==> src/hw/rtl/rcwct_pkg.sv <==
package rcwct_pkg;

    // Field widths
    localparam int ROW_W      = 6;
    localparam int COL_W      = 10;
    localparam int TEX_W      = 2;
    localparam int COLOR_W    = 24;
    localparam int TEXEL_W    = 10;
    localparam int DIST_W     = 24;
    localparam int FRAC_W     = 16;
    localparam int TWIDTH_W   = 11;
    localparam int LG_W       = 4;
    localparam int LINE_W     = 16;
    localparam int FIX_W      = 32;

    // Largest texture height exponent honoured
    localparam logic [LG_W-1:0] LG_MAX = 4'd10;

    // Configuration port
    localparam int CFG_IDX_W  = 2;
    localparam int CFG_DATA_W = 24;

    localparam logic [TWIDTH_W-1:0] TEXTURE_WIDTH_RST  = 11'd64;
    localparam logic [LG_W-1:0]     TEXTURE_LOG2_RST   = 4'd6;
    localparam logic [COLOR_W-1:0]  CEILING_COLOR_RST  = 24'h87CEEB;
    localparam logic [COLOR_W-1:0]  FLOOR_COLOR_RST    = 24'h228B22;

    // Shared divider: numerator covers 2^26, denominator covers the distance
    localparam int DIV_NUM_W  = 27;
    localparam int DIV_DEN_W  = 24;

    // Column queue between front and back
    localparam int QUEUE_DEPTH = 2;

    typedef enum logic [CFG_IDX_W-1:0] {
        REG_TEXTURE_WIDTH       = 2'd0,
        REG_TEXTURE_HEIGHT_LOG2 = 2'd1,
        REG_CEILING_COLOR       = 2'd2,
        REG_FLOOR_COLOR         = 2'd3
    } t_cfg_reg;

    typedef enum logic [1:0] {
        PK_CEILING = 2'd0,
        PK_WALL    = 2'd1,
        PK_FLOOR   = 2'd2
    } t_pixel_kind;

    typedef enum logic [2:0] {
        FS_IDLE,
        FS_DIV_LINE,
        FS_DIV_STEP,
        FS_MUL,
        FS_PUSH
    } t_front_state;

    typedef struct packed {
        logic [TWIDTH_W-1:0] texture_width;
        logic [LG_W-1:0]     texture_height_log2;
        logic [COLOR_W-1:0]  ceiling_color;
        logic [COLOR_W-1:0]  floor_color;
    } t_rcwct_cfg;

    typedef struct packed {
        logic [DIST_W-1:0] wall_distance;
        logic [FRAC_W-1:0] hit_fraction;
        logic              hit_side;
        logic              ray_x_positive;
        logic              ray_y_negative;
        logic [TEX_W-1:0]  texture_number;
        logic [COL_W-1:0]  column;
    } t_rcwct_in;

    typedef struct packed {
        logic [ROW_W-1:0]   row;
        logic [COL_W-1:0]   column_out;
        t_pixel_kind        pixel_kind;
        logic [COLOR_W-1:0] color;
        logic [TEXEL_W-1:0] texel_x;
        logic [TEXEL_W-1:0] texel_y;
        logic [TEX_W-1:0]   texture_out;
        logic               last;
    } t_rcwct_out;

    // One classified column waiting for the row sweep
    typedef struct packed {
        logic [ROW_W-1:0]   start_row;
        logic [ROW_W-1:0]   end_row;
        logic [TEXEL_W-1:0] texel_x;
        logic [FIX_W-1:0]   step;
        logic [FIX_W-1:0]   pos;
        logic [TEX_W-1:0]   texture;
        logic [COL_W-1:0]   column;
    } t_rcwct_col;

    function automatic logic [LG_W-1:0] clamp_log2(input logic [LG_W-1:0] lg);
        return (lg > LG_MAX) ? LG_MAX : lg;
    endfunction

endpackage

==> src/hw/rtl/rcwct_div.sv <==
module rcwct_div (
    input  logic                               i_clk,
    input  logic                               i_rst_n,
    input  logic                               i_start,
    input  logic [rcwct_pkg::DIV_NUM_W-1:0]    i_num,
    input  logic [rcwct_pkg::DIV_DEN_W-1:0]    i_den,
    output logic                               o_done,
    output logic [rcwct_pkg::DIV_NUM_W-1:0]    o_quot
);
    import rcwct_pkg::*;

    localparam int CNT_W = $clog2(DIV_NUM_W + 1);

    logic                 r_busy;
    logic                 r_done;
    logic [CNT_W-1:0]     r_cnt;
    logic [DIV_DEN_W-1:0] r_rem;
    logic [DIV_NUM_W-1:0] r_quo;
    logic [DIV_DEN_W-1:0] r_den;

    logic [DIV_DEN_W:0]   w_shift;
    logic [DIV_DEN_W:0]   w_diff;
    logic                 w_fits;

    // Trial subtract of one restoring step
    assign w_shift = {r_rem, r_quo[DIV_NUM_W-1]};
    assign w_diff  = w_shift - {1'b0, r_den};
    assign w_fits  = !w_diff[DIV_DEN_W];

    // Step count and completion pulse
    always_ff @(posedge i_clk) begin
        if (!i_rst_n) begin
            r_busy <= 1'b0;
            r_done <= 1'b0;
            r_cnt  <= '0;
        end else begin
            r_done <= r_busy && (r_cnt == CNT_W'(1));
            if (i_start) begin
                r_busy <= 1'b1;
                r_cnt  <= CNT_W'(DIV_NUM_W);
            end else if (r_busy) begin
                r_cnt <= r_cnt - CNT_W'(1);
                if (r_cnt == CNT_W'(1)) begin
                    r_busy <= 1'b0;
                end
            end
        end
    end

    // Shift one quotient bit in per cycle
    always_ff @(posedge i_clk) begin
        if (i_start) begin
            r_rem <= '0;
            r_quo <= i_num;
            r_den <= i_den;
        end else if (r_busy) begin
            r_rem <= w_fits ? w_diff[DIV_DEN_W-1:0] : w_shift[DIV_DEN_W-1:0];
            r_quo <= {r_quo[DIV_NUM_W-2:0], w_fits};
        end
    end

    assign o_done = r_done;
    assign o_quot = r_quo;

endmodule

==> src/hw/rtl/rcwct_front.sv <==
module rcwct_front #(
    parameter int SCREEN_HEIGHT = 64
) (
    input  logic                    i_clk,
    input  logic                    i_rst_n,
    input  logic                    i_accept,
    input  rcwct_pkg::t_rcwct_in    i_item,
    input  rcwct_pkg::t_rcwct_cfg   i_cfg,
    input  logic                    i_full,
    output logic                    o_busy,
    output logic                    o_push,
    output rcwct_pkg::t_rcwct_col   o_entry
);
    import rcwct_pkg::*;

    localparam logic [DIV_NUM_W-1:0] LINE_NUM  = DIV_NUM_W'(SCREEN_HEIGHT) << 16;
    localparam logic [LINE_W-2:0]    HALF      = (LINE_W-1)'(SCREEN_HEIGHT / 2);
    localparam logic [LINE_W-1:0]    LAST_WIDE = LINE_W'(SCREEN_HEIGHT - 1);
    localparam logic [ROW_W-1:0]     LAST_ROW  = ROW_W'(SCREEN_HEIGHT - 1);
    localparam int                   TXP_W     = FRAC_W + TWIDTH_W;
    localparam int                   POSP_W    = (LINE_W - 1) + FIX_W;

    t_front_state           r_state;
    t_front_state           n_state;

    t_rcwct_in              r_in;
    logic [TXP_W-1:0]       r_tx_prod;
    logic [LINE_W-1:0]      r_line;
    logic [FIX_W-1:0]       r_step;
    logic [FIX_W-1:0]       r_pos;
    logic [ROW_W-1:0]       r_start;
    logic [ROW_W-1:0]       r_end;
    logic [TEXEL_W-1:0]     r_tx;

    logic                   w_div_start;
    logic [DIV_NUM_W-1:0]   w_div_num;
    logic [DIV_DEN_W-1:0]   w_div_den;
    logic                   w_div_done;
    logic [DIV_NUM_W-1:0]   w_quot;

    logic [LINE_W-1:0]      w_line_sat;
    logic [LG_W-1:0]        w_lg;
    logic [4:0]             w_shamt;
    logic [DIV_NUM_W-1:0]   w_step_num;

    logic [LINE_W-2:0]      w_lhalf;
    logic                   w_wide;
    logic [LINE_W-2:0]      w_offset;
    logic [LINE_W-1:0]      w_end_sum;
    logic [POSP_W-1:0]      w_pos_prod;
    logic [TWIDTH_W-1:0]    w_tx_raw;
    logic [TWIDTH_W-1:0]    w_tx_mir;
    logic                   w_mirror;

    rcwct_div u_div (
        .i_clk   (i_clk),
        .i_rst_n (i_rst_n),
        .i_start (w_div_start),
        .i_num   (w_div_num),
        .i_den   (w_div_den),
        .o_done  (w_div_done),
        .o_quot  (w_quot)
    );

    // Saturate the line height and form the step numerator
    assign w_line_sat = (|w_quot[DIV_NUM_W-1:LINE_W]) ? {LINE_W{1'b1}} : w_quot[LINE_W-1:0];
    assign w_lg       = clamp_log2(i_cfg.texture_height_log2);
    assign w_shamt    = {1'b0, w_lg} + 5'd16;
    assign w_step_num = DIV_NUM_W'(1) << w_shamt;

    // Clamp rows and find the texture offset of the top visible row
    assign w_lhalf    = r_line[LINE_W-1:1];
    assign w_wide     = (w_lhalf >= HALF);
    assign w_offset   = w_wide ? (w_lhalf - HALF) : '0;
    assign w_end_sum  = {1'b0, w_lhalf} + {1'b0, HALF};
    assign w_pos_prod = w_offset * r_step;

    // Texture column, mirrored for walls seen from the far side
    assign w_tx_raw = r_tx_prod[TXP_W-1:FRAC_W];
    assign w_tx_mir = i_cfg.texture_width - w_tx_raw - TWIDTH_W'(1);
    assign w_mirror = (!r_in.hit_side && r_in.ray_x_positive)
                   || (r_in.hit_side && r_in.ray_y_negative);

    always_ff @(posedge i_clk) begin
        if (!i_rst_n) begin
            r_state <= FS_IDLE;
        end else begin
            r_state <= n_state;
        end
    end

    // Sequence one or two divisions, the offset multiply and the queue push
    always_comb begin
        n_state     = r_state;
        w_div_start = 1'b0;
        w_div_num   = LINE_NUM;
        w_div_den   = i_item.wall_distance;
        unique case (r_state)
            FS_IDLE: begin
                if (i_accept) begin
                    n_state     = FS_DIV_LINE;
                    w_div_start = 1'b1;
                end
            end
            FS_DIV_LINE: begin
                if (w_div_done) begin
                    if (w_line_sat != '0) begin
                        n_state     = FS_DIV_STEP;
                        w_div_start = 1'b1;
                        w_div_num   = w_step_num;
                        w_div_den   = DIV_DEN_W'(w_line_sat);
                    end else begin
                        n_state = FS_MUL;
                    end
                end
            end
            FS_DIV_STEP: begin
                if (w_div_done) begin
                    n_state = FS_MUL;
                end
            end
            FS_MUL: begin
                n_state = FS_PUSH;
            end
            FS_PUSH: begin
                if (!i_full) begin
                    n_state = FS_IDLE;
                end
            end
            default: begin
                n_state = FS_IDLE;
            end
        endcase
    end

    // Column datapath
    always_ff @(posedge i_clk) begin
        if (r_state == FS_IDLE && i_accept) begin
            r_in <= i_item;
        end
        if (r_state == FS_DIV_LINE) begin
            r_tx_prod <= r_in.hit_fraction * i_cfg.texture_width;
            if (w_div_done) begin
                r_line <= w_line_sat;
                r_step <= '0;
            end
        end
        if (r_state == FS_DIV_STEP && w_div_done) begin
            r_step <= FIX_W'(w_quot);
        end
        if (r_state == FS_MUL) begin
            r_pos   <= w_pos_prod[FIX_W-1:0];
            r_start <= w_wide ? '0 : ROW_W'(HALF - w_lhalf);
            r_end   <= (w_end_sum > LAST_WIDE) ? LAST_ROW : w_end_sum[ROW_W-1:0];
            r_tx    <= w_mirror ? w_tx_mir[TEXEL_W-1:0] : w_tx_raw[TEXEL_W-1:0];
        end
    end

    assign o_busy = (r_state != FS_IDLE);
    assign o_push = (r_state == FS_PUSH) && !i_full;

    always_comb begin
        o_entry.start_row = r_start;
        o_entry.end_row   = r_end;
        o_entry.texel_x   = r_tx;
        o_entry.step      = r_step;
        o_entry.pos       = r_pos;
        o_entry.texture   = r_in.texture_number;
        o_entry.column    = r_in.column;
    end

endmodule

==> src/hw/rtl/rcwct_queue.sv <==
module rcwct_queue (
    input  logic                    i_clk,
    input  logic                    i_rst_n,
    input  logic                    i_push,
    input  rcwct_pkg::t_rcwct_col   i_data,
    input  logic                    i_pop,
    output logic                    o_full,
    output logic                    o_empty,
    output rcwct_pkg::t_rcwct_col   o_data
);
    import rcwct_pkg::*;

    localparam int PTR_W = (QUEUE_DEPTH > 1) ? $clog2(QUEUE_DEPTH) : 1;
    localparam int CNT_W = $clog2(QUEUE_DEPTH + 1);

    t_rcwct_col         r_slot [QUEUE_DEPTH];
    logic [PTR_W-1:0]   r_wr_ptr;
    logic [PTR_W-1:0]   r_rd_ptr;
    logic [CNT_W-1:0]   r_count;

    // Advance pointers and occupancy
    always_ff @(posedge i_clk) begin
        if (!i_rst_n) begin
            r_wr_ptr <= '0;
            r_rd_ptr <= '0;
            r_count  <= '0;
        end else begin
            if (i_push) begin
                r_wr_ptr <= (r_wr_ptr == PTR_W'(QUEUE_DEPTH - 1)) ? '0 : r_wr_ptr + PTR_W'(1);
            end
            if (i_pop) begin
                r_rd_ptr <= (r_rd_ptr == PTR_W'(QUEUE_DEPTH - 1)) ? '0 : r_rd_ptr + PTR_W'(1);
            end
            if (i_push && !i_pop) begin
                r_count <= r_count + CNT_W'(1);
            end else if (i_pop && !i_push) begin
                r_count <= r_count - CNT_W'(1);
            end
        end
    end

    // Hold the column entries
    always_ff @(posedge i_clk) begin
        if (i_push) begin
            r_slot[r_wr_ptr] <= i_data;
        end
    end

    assign o_full  = (r_count == CNT_W'(QUEUE_DEPTH));
    assign o_empty = (r_count == '0);
    assign o_data  = r_slot[r_rd_ptr];

    a_count_bound: assert property (@(posedge i_clk) disable iff (!i_rst_n)
        r_count <= CNT_W'(QUEUE_DEPTH))
        else $error("column queue over capacity");

    a_no_push_full: assert property (@(posedge i_clk) disable iff (!i_rst_n)
        i_push |-> !o_full)
        else $error("column pushed into a full queue");

    a_no_pop_empty: assert property (@(posedge i_clk) disable iff (!i_rst_n)
        i_pop |-> !o_empty)
        else $error("column popped from an empty queue");

endmodule

==> src/hw/rtl/rcwct_back.sv <==
module rcwct_back #(
    parameter int SCREEN_HEIGHT = 64
) (
    input  logic                    i_clk,
    input  logic                    i_rst_n,
    input  logic                    i_q_empty,
    input  rcwct_pkg::t_rcwct_col   i_q_data,
    input  rcwct_pkg::t_rcwct_cfg   i_cfg,
    output logic                    o_pop,
    output logic                    o_result_valid,
    output rcwct_pkg::t_rcwct_out   o_result
);
    import rcwct_pkg::*;

    localparam logic [ROW_W-1:0] LAST_ROW = ROW_W'(SCREEN_HEIGHT - 1);

    logic                 r_active;
    logic [ROW_W-1:0]     r_row;
    t_rcwct_col           r_col;
    logic [FIX_W-1:0]     r_pos;
    logic                 r_valid;
    t_rcwct_out           r_out;

    t_rcwct_out           n_out;
    logic [LG_W-1:0]      w_lg;
    logic [TEXEL_W:0]     w_hmask_full;
    logic [TEXEL_W-1:0]   w_hmask;
    logic                 w_last;
    logic                 w_is_wall;

    assign w_lg         = clamp_log2(i_cfg.texture_height_log2);
    assign w_hmask_full = ((TEXEL_W+1)'(1) << w_lg) - (TEXEL_W+1)'(1);
    assign w_hmask      = w_hmask_full[TEXEL_W-1:0];
    assign w_last       = (r_row == LAST_ROW);
    assign w_is_wall    = (r_row >= r_col.start_row) && (r_row <= r_col.end_row);

    // Take the next column when idle or on the bottom row
    assign o_pop = !i_q_empty && (!r_active || w_last);

    // Classify the current row
    always_comb begin
        n_out.row         = r_row;
        n_out.column_out  = r_col.column;
        n_out.texture_out = r_col.texture;
        n_out.last        = w_last;
        n_out.texel_x     = '0;
        n_out.texel_y     = '0;
        if (r_row < r_col.start_row) begin
            n_out.pixel_kind = PK_CEILING;
            n_out.color      = i_cfg.ceiling_color;
        end else if (w_is_wall) begin
            n_out.pixel_kind = PK_WALL;
            n_out.color      = '0;
            n_out.texel_x    = r_col.texel_x;
            n_out.texel_y    = r_pos[16 +: TEXEL_W] & w_hmask;
        end else begin
            n_out.pixel_kind = PK_FLOOR;
            n_out.color      = i_cfg.floor_color;
        end
    end

    // Sweep control
    always_ff @(posedge i_clk) begin
        if (!i_rst_n) begin
            r_active <= 1'b0;
            r_valid  <= 1'b0;
        end else begin
            r_valid <= r_active;
            if (o_pop) begin
                r_active <= 1'b1;
            end else if (r_active && w_last) begin
                r_active <= 1'b0;
            end
        end
    end

    // Row counter, texture position and output register
    always_ff @(posedge i_clk) begin
        if (r_active) begin
            r_out <= n_out;
        end
        if (o_pop) begin
            r_col <= i_q_data;
            r_row <= '0;
            r_pos <= i_q_data.pos;
        end else if (r_active) begin
            r_row <= r_row + ROW_W'(1);
            if (w_is_wall) begin
                r_pos <= r_pos + r_col.step;
            end
        end
    end

    assign o_result_valid = r_valid;
    assign o_result       = r_out;

    a_rows_run: assert property (@(posedge i_clk) disable iff (!i_rst_n)
        r_valid && !r_out.last |=> r_valid && (r_out.row == $past(r_out.row) + ROW_W'(1)))
        else $error("row sweep broke off inside a column");

    a_flat_no_texel: assert property (@(posedge i_clk) disable iff (!i_rst_n)
        r_valid && (r_out.pixel_kind != PK_WALL) |-> (r_out.texel_x == '0) && (r_out.texel_y == '0))
        else $error("texel coordinates on a ceiling or floor row");

    a_floor_holds: assert property (@(posedge i_clk) disable iff (!i_rst_n)
        r_valid && (r_out.pixel_kind == PK_FLOOR) && !r_out.last
        |=> r_out.pixel_kind == PK_FLOOR)
        else $error("floor row followed by another kind in one column");

endmodule

==> src/hw/rtl/raycast_wall_column_texturer.sv <==
// Channel   | Direction | Handshake                 | Payload
// ----------+-----------+---------------------------+---------------------------
// item      | in        | start high, busy low      | i_item (t_rcwct_in)
// result    | out       | o_result_valid, 1 cycle   | o_result (t_rcwct_out)
// config    | in        | i_cfg_we                  | i_cfg_index, i_cfg_data
//
// One result per clock while a column is swept; the row sweep of the back end gives
// SCREEN_HEIGHT rows per column. The front end holds busy after a transaction for two
// passes through the shared bit-serial divider, a multiply state and a push state
// (one divider pass when the wall height is zero), and stays in the push state while
// the queue is full. It takes a new column only after the last one is pushed, while
// the back end may still sweep earlier columns; the slower side sets the rate. Reset
// restores the register defaults and empties the queue. The receiver cannot stall
// results.
module raycast_wall_column_texturer #(
    parameter int SCREEN_HEIGHT = 64
) (
    input  logic                                 i_clk,
    input  logic                                 i_rst_n,
    input  logic                                 start,
    output logic                                 busy,
    input  rcwct_pkg::t_rcwct_in                 i_item,
    output logic                                 o_result_valid,
    output rcwct_pkg::t_rcwct_out                o_result,
    input  logic                                 i_cfg_we,
    input  logic [rcwct_pkg::CFG_IDX_W-1:0]      i_cfg_index,
    input  logic [rcwct_pkg::CFG_DATA_W-1:0]     i_cfg_data
);
    import rcwct_pkg::*;

    t_rcwct_cfg   r_cfg;

    logic         w_front_busy;
    logic         w_accept;
    logic         w_push;
    logic         w_pop;
    logic         w_full;
    logic         w_empty;
    t_rcwct_col   w_push_data;
    t_rcwct_col   w_pop_data;

    // Configuration registers
    always_ff @(posedge i_clk) begin
        if (!i_rst_n) begin
            r_cfg.texture_width       <= TEXTURE_WIDTH_RST;
            r_cfg.texture_height_log2 <= TEXTURE_LOG2_RST;
            r_cfg.ceiling_color       <= CEILING_COLOR_RST;
            r_cfg.floor_color         <= FLOOR_COLOR_RST;
        end else if (i_cfg_we) begin
            unique case (t_cfg_reg'(i_cfg_index))
                REG_TEXTURE_WIDTH:       r_cfg.texture_width       <= i_cfg_data[TWIDTH_W-1:0];
                REG_TEXTURE_HEIGHT_LOG2: r_cfg.texture_height_log2 <= i_cfg_data[LG_W-1:0];
                REG_CEILING_COLOR:       r_cfg.ceiling_color       <= i_cfg_data[COLOR_W-1:0];
                REG_FLOOR_COLOR:         r_cfg.floor_color         <= i_cfg_data[COLOR_W-1:0];
                default: begin
                end
            endcase
        end
    end

    assign busy     = w_front_busy;
    assign w_accept = start && !w_front_busy;

    rcwct_front #(
        .SCREEN_HEIGHT (SCREEN_HEIGHT)
    ) u_front (
        .i_clk    (i_clk),
        .i_rst_n  (i_rst_n),
        .i_accept (w_accept),
        .i_item   (i_item),
        .i_cfg    (r_cfg),
        .i_full   (w_full),
        .o_busy   (w_front_busy),
        .o_push   (w_push),
        .o_entry  (w_push_data)
    );

    rcwct_queue u_queue (
        .i_clk   (i_clk),
        .i_rst_n (i_rst_n),
        .i_push  (w_push),
        .i_data  (w_push_data),
        .i_pop   (w_pop),
        .o_full  (w_full),
        .o_empty (w_empty),
        .o_data  (w_pop_data)
    );

    rcwct_back #(
        .SCREEN_HEIGHT (SCREEN_HEIGHT)
    ) u_back (
        .i_clk          (i_clk),
        .i_rst_n        (i_rst_n),
        .i_q_empty      (w_empty),
        .i_q_data       (w_pop_data),
        .i_cfg          (r_cfg),
        .o_pop          (w_pop),
        .o_result_valid (o_result_valid),
        .o_result       (o_result)
    );

endmodule

==> config.mk <==
export PLATFORM = sky130hd
export DESIGN_NAME = raycast_wall_column_texturer
export DESIGN_NICKNAME = d
export VERILOG_FILES = /design/src/hw/rtl/rcwct_pkg.sv /design/src/hw/rtl/rcwct_div.sv /design/src/hw/rtl/rcwct_front.sv /design/src/hw/rtl/rcwct_queue.sv /design/src/hw/rtl/rcwct_back.sv /design/src/hw/rtl/raycast_wall_column_texturer.sv
export SDC_FILE = /design/constraint.sdc
export NUM_CORES = 2
export LEC_CHECK = 0
export ABC_AREA = 1
export BUFFER_PORTS_ARGS = -buffer_cell sky130_fd_sc_hd__buf_2
export CORE_UTILIZATION = 55
export DETAILED_ROUTE_END_ITERATION = 12
export PLACE_DENSITY = 0.71
export RECOVER_POWER = 50
export SLEW_MARGIN = 20
export SYNTH_ARGS = -nofsm -noshare
export SYNTH_HDL_FRONTEND = slang
export SYNTH_SLANG_ARGS = --single-unit
==> constraint.sdc <==
create_clock -name i_clk -period 6.9 [get_ports i_clk]
set_input_delay 0.345 -clock i_clk [delete_from_list [all_inputs] [get_ports i_clk]]
set_output_delay 0.345 -clock i_clk [all_outputs]
set_load 0.01 [all_outputs]
==> run metrics <==
status complete, but fails checks; failing checks max-capacitance violations, max-slew violations; worst-case clock buffer depth 3; Layout Skew 32.2 ps; Hold Violations, Final 0; Final Util 63.1%; GR Overflow Total 0; CP max-delay cell fa_1; hold_ws 29.8 ps; row count 97; detailed-placement wirelength estimate 68.9 mm; CP peak stage delay 550 ps; worst reg2reg endpoint u_front.r_pos[24]; Netlist cell types 52; Cell Area, Placed 41300 sq um; Period Utilization, post-route 95.8%; crit path DAT 7060 ps; Layout fillers 5756; post-route ant nets 0; Mapped Avg Cell Area 9.63 sq um; die area 72400 sq um; clk_lat worst skew 630 ps; number of top-level pins 152; Die X 269 um; register area share after synthesis 44.2%; reg2reg path depth 28; critical-path maximum fanout 7; Final GP Congestion 0.966; Cell Pwr Density 277 nW/um^2; vias in the first global route 28500; CTS tree built; Crit Path Class reg2reg; FMAX 151 MHz; drt drc 0; Synth Instances 4076; final instance area 44400 sq um; most common cell after layout, fill and taps aside nand2_1; count of buffers from port buffering 151; clock sinks 614; Yosys reg bits 614; Setup crit end u_front.r_pos[24]; slew margin rel. -116%; Post-synth EDFFs 504; r2r setup slk 290 ps; Starting Density 55.8%; post-layout min period 6610 ps; Worst Path Required 7350 ps; Clock Tree Root clkbuf_16; most frequent cells in the layout 970 x nand2_1, 715 x inv_1, 504 x edfxtp_1; Worst setup EP type flop; via count 28200; Syn Nets 4688; CP Launch Type flop; Placeable Area 70300 sq um; Worst Hold Class in2reg; # nets final 4943; first-pass GRT wire length 151 mm; H-tree Lvls 3; cts bufs inserted 67; ratio of cells with drive above 1 in the final layout 7.57%; CTS clk-pin slew, worst paths 60 ps; Max Cap Viol 6; total power 12.3 mW; P_leak 20.0 nW; largest net degree at the start of global routing 76; P&R area growth vs syn 13.1%; antenna violations before repair 0; worst setup path start u_front.r_line[7]; endpoints failing setup 0; maximum VDD drop 0.214 mV; gr usage total 27.0%; Final Max Slew Viols 288; Worst-Margin Slew 3240 ps; via density per instance 5.30; Post-Syn Area 39200 sq um; Yosys warnings 0; DR iter-0 viols 2111; routed wire length 93.8 mm; drt pass-1 iters 5; asr flop ratio synth 0%; Post-synth top flop edfxtp_1; RR Startpoint u_front.r_line[7]; Routed wire per std cell 17.6 um; DIE HEIGHT 269 um
==> worst min-delay path by stage <==
stage	startpoint	end	slack [ps]	cells past startpoint
after CTS	i_item[52]	u_front.u_div.r_den[21]	1	3
after detailed placement	u_back.n_out[49]	u_back.o_result[49]	410	0
after global placement	u_back.n_out[58]	u_back.o_result[58]	400	0
after global routing	i_item[52]	u_front.u_div.r_den[21]	30	3
final	i_item[47]	u_front.u_div.r_den[16]	30	3
after floorplan	u_back.n_out[1]	u_back.o_result[1]	400	0
==> where the power goes <==
group | switching (mW) | internal [mW] | total, mW
combinational | 2.25 | 1.20 | 3.45
clock | 1.57 | 2.10 | 3.66
sequential | 0.367 | 4.81 | 5.18
==> per-stage QoR <==
step | worst slack, ps | instances | TNS, ps
final | 289 | 5326 | 0
after global routing | -15.5 | 5325 | -15.5
after CTS | 49.3 | 5311 | 0
after detailed placement | 79.5 | 5125 | 0
after global placement | 179 | 5125 | 0
after floorplan | 155 | 4076 | 0
==> state kept, by name, summed over array words and instances, names as in the netlist, 10 cells and up, named ones only <==
name,count
u_front.r_tx,10
u_back.o_result,65
u_back.r_col,48
u_front.o_entry,12
u_front.u_div.o_quot,27
u_front.r_pos,26
u_front.u_div.r_rem,24
r_cfg,63
u_front.r_step,26
u_front.u_div.r_den,24
u_front.r_line,15
u_queue.r_slot,172
u_front.r_in,19
u_front.r_tx_prod,10
u_back.r_pos,26
u_back.n_out,12
==> final cells by class <==
| cell class | count | area, sq um | share of cell area (%) |
|---|---|---|---|
| antenna | 1 | 2.50 | 0.00564 |
| multi-input combinational | 2598 | 18800 | 42.3 |
| tap | 940 | 1180 | 2.65 |
| clock inverter | 51 | 578 | 1.30 |
| timing repair buffer | 312 | 2010 | 4.54 |
| clock buffer | 72 | 1710 | 3.84 |
| inverter | 738 | 2790 | 6.28 |
| sequential | 614 | 17300 | 39.1 |
==> kinds of logic after synthesis <==
family	synth area share [%]
multiplexers	0.0255
adder cells (fa/ha/maj)	23.3
XOR/XNOR	1.99
buffers and inverters	8.37
flip-flops	44.2
AO/OA/AOI/OAI	6.31
AND/OR/NAND/NOR	15.9
==> per-layer routing <==
metal | track usage, % | wire, um | up-vias
met5 | 0 | 0 | -
met4 | 7.42 | 2110 | 0
met3 | 5.69 | 8190 | 151
met2 | 42.6 | 42700 | 1051
met1 | 37.9 | 40800 | 13600
li1 | - | - | 13400
==> cell usage after synthesis, drive strengths merged, types with 8 or more instances <==
library cell | number | area, sq um
nand2 | 980 | 3710
inv | 727 | 2730
edfxtp | 504 | 15100
nor2 | 393 | 1540
fa | 337 | 6750
ha | 190 | 2380
o21ai | 167 | 836
a21oi | 158 | 791
dfxtp | 110 | 2200
clkbuf | 109 | 409
nand3 | 99 | 533
xor2 | 61 | 534
o211ai | 34 | 255
xnor2 | 28 | 245
nor3 | 26 | 130
nand4 | 22 | 138
buf | 17 | 105
a21o | 11 | 82.6
clkinv | 11 | 41.3
o21bai | 10 | 75.1
a31oi | 9 | 56.3
a22o | 8 | 70.1
nor4 | 8 | 56.3
==> critical path, delay by kind of cell (launching register included) <==
| kind | cells | cell delay, ps |
|---|---|---|
| xor+xnor | 1 | 200 |
| fa+ha+maj | 8 | 3540 |
| buf+inv | 9 | 860 |
| flops | 1 | 380 |
| simple gates | 10 | 1420 |
==> timing repair <==
action | CTS | global route
hold endpoints to repair | 78 | 0
hold buffers | 63 | 0
setup endpoints to repair | 0 | 9
setup buffers | 0 | 14
gates resized for setup | 0 | 37
No activity file was read; power rests on OpenSTA's default activity.
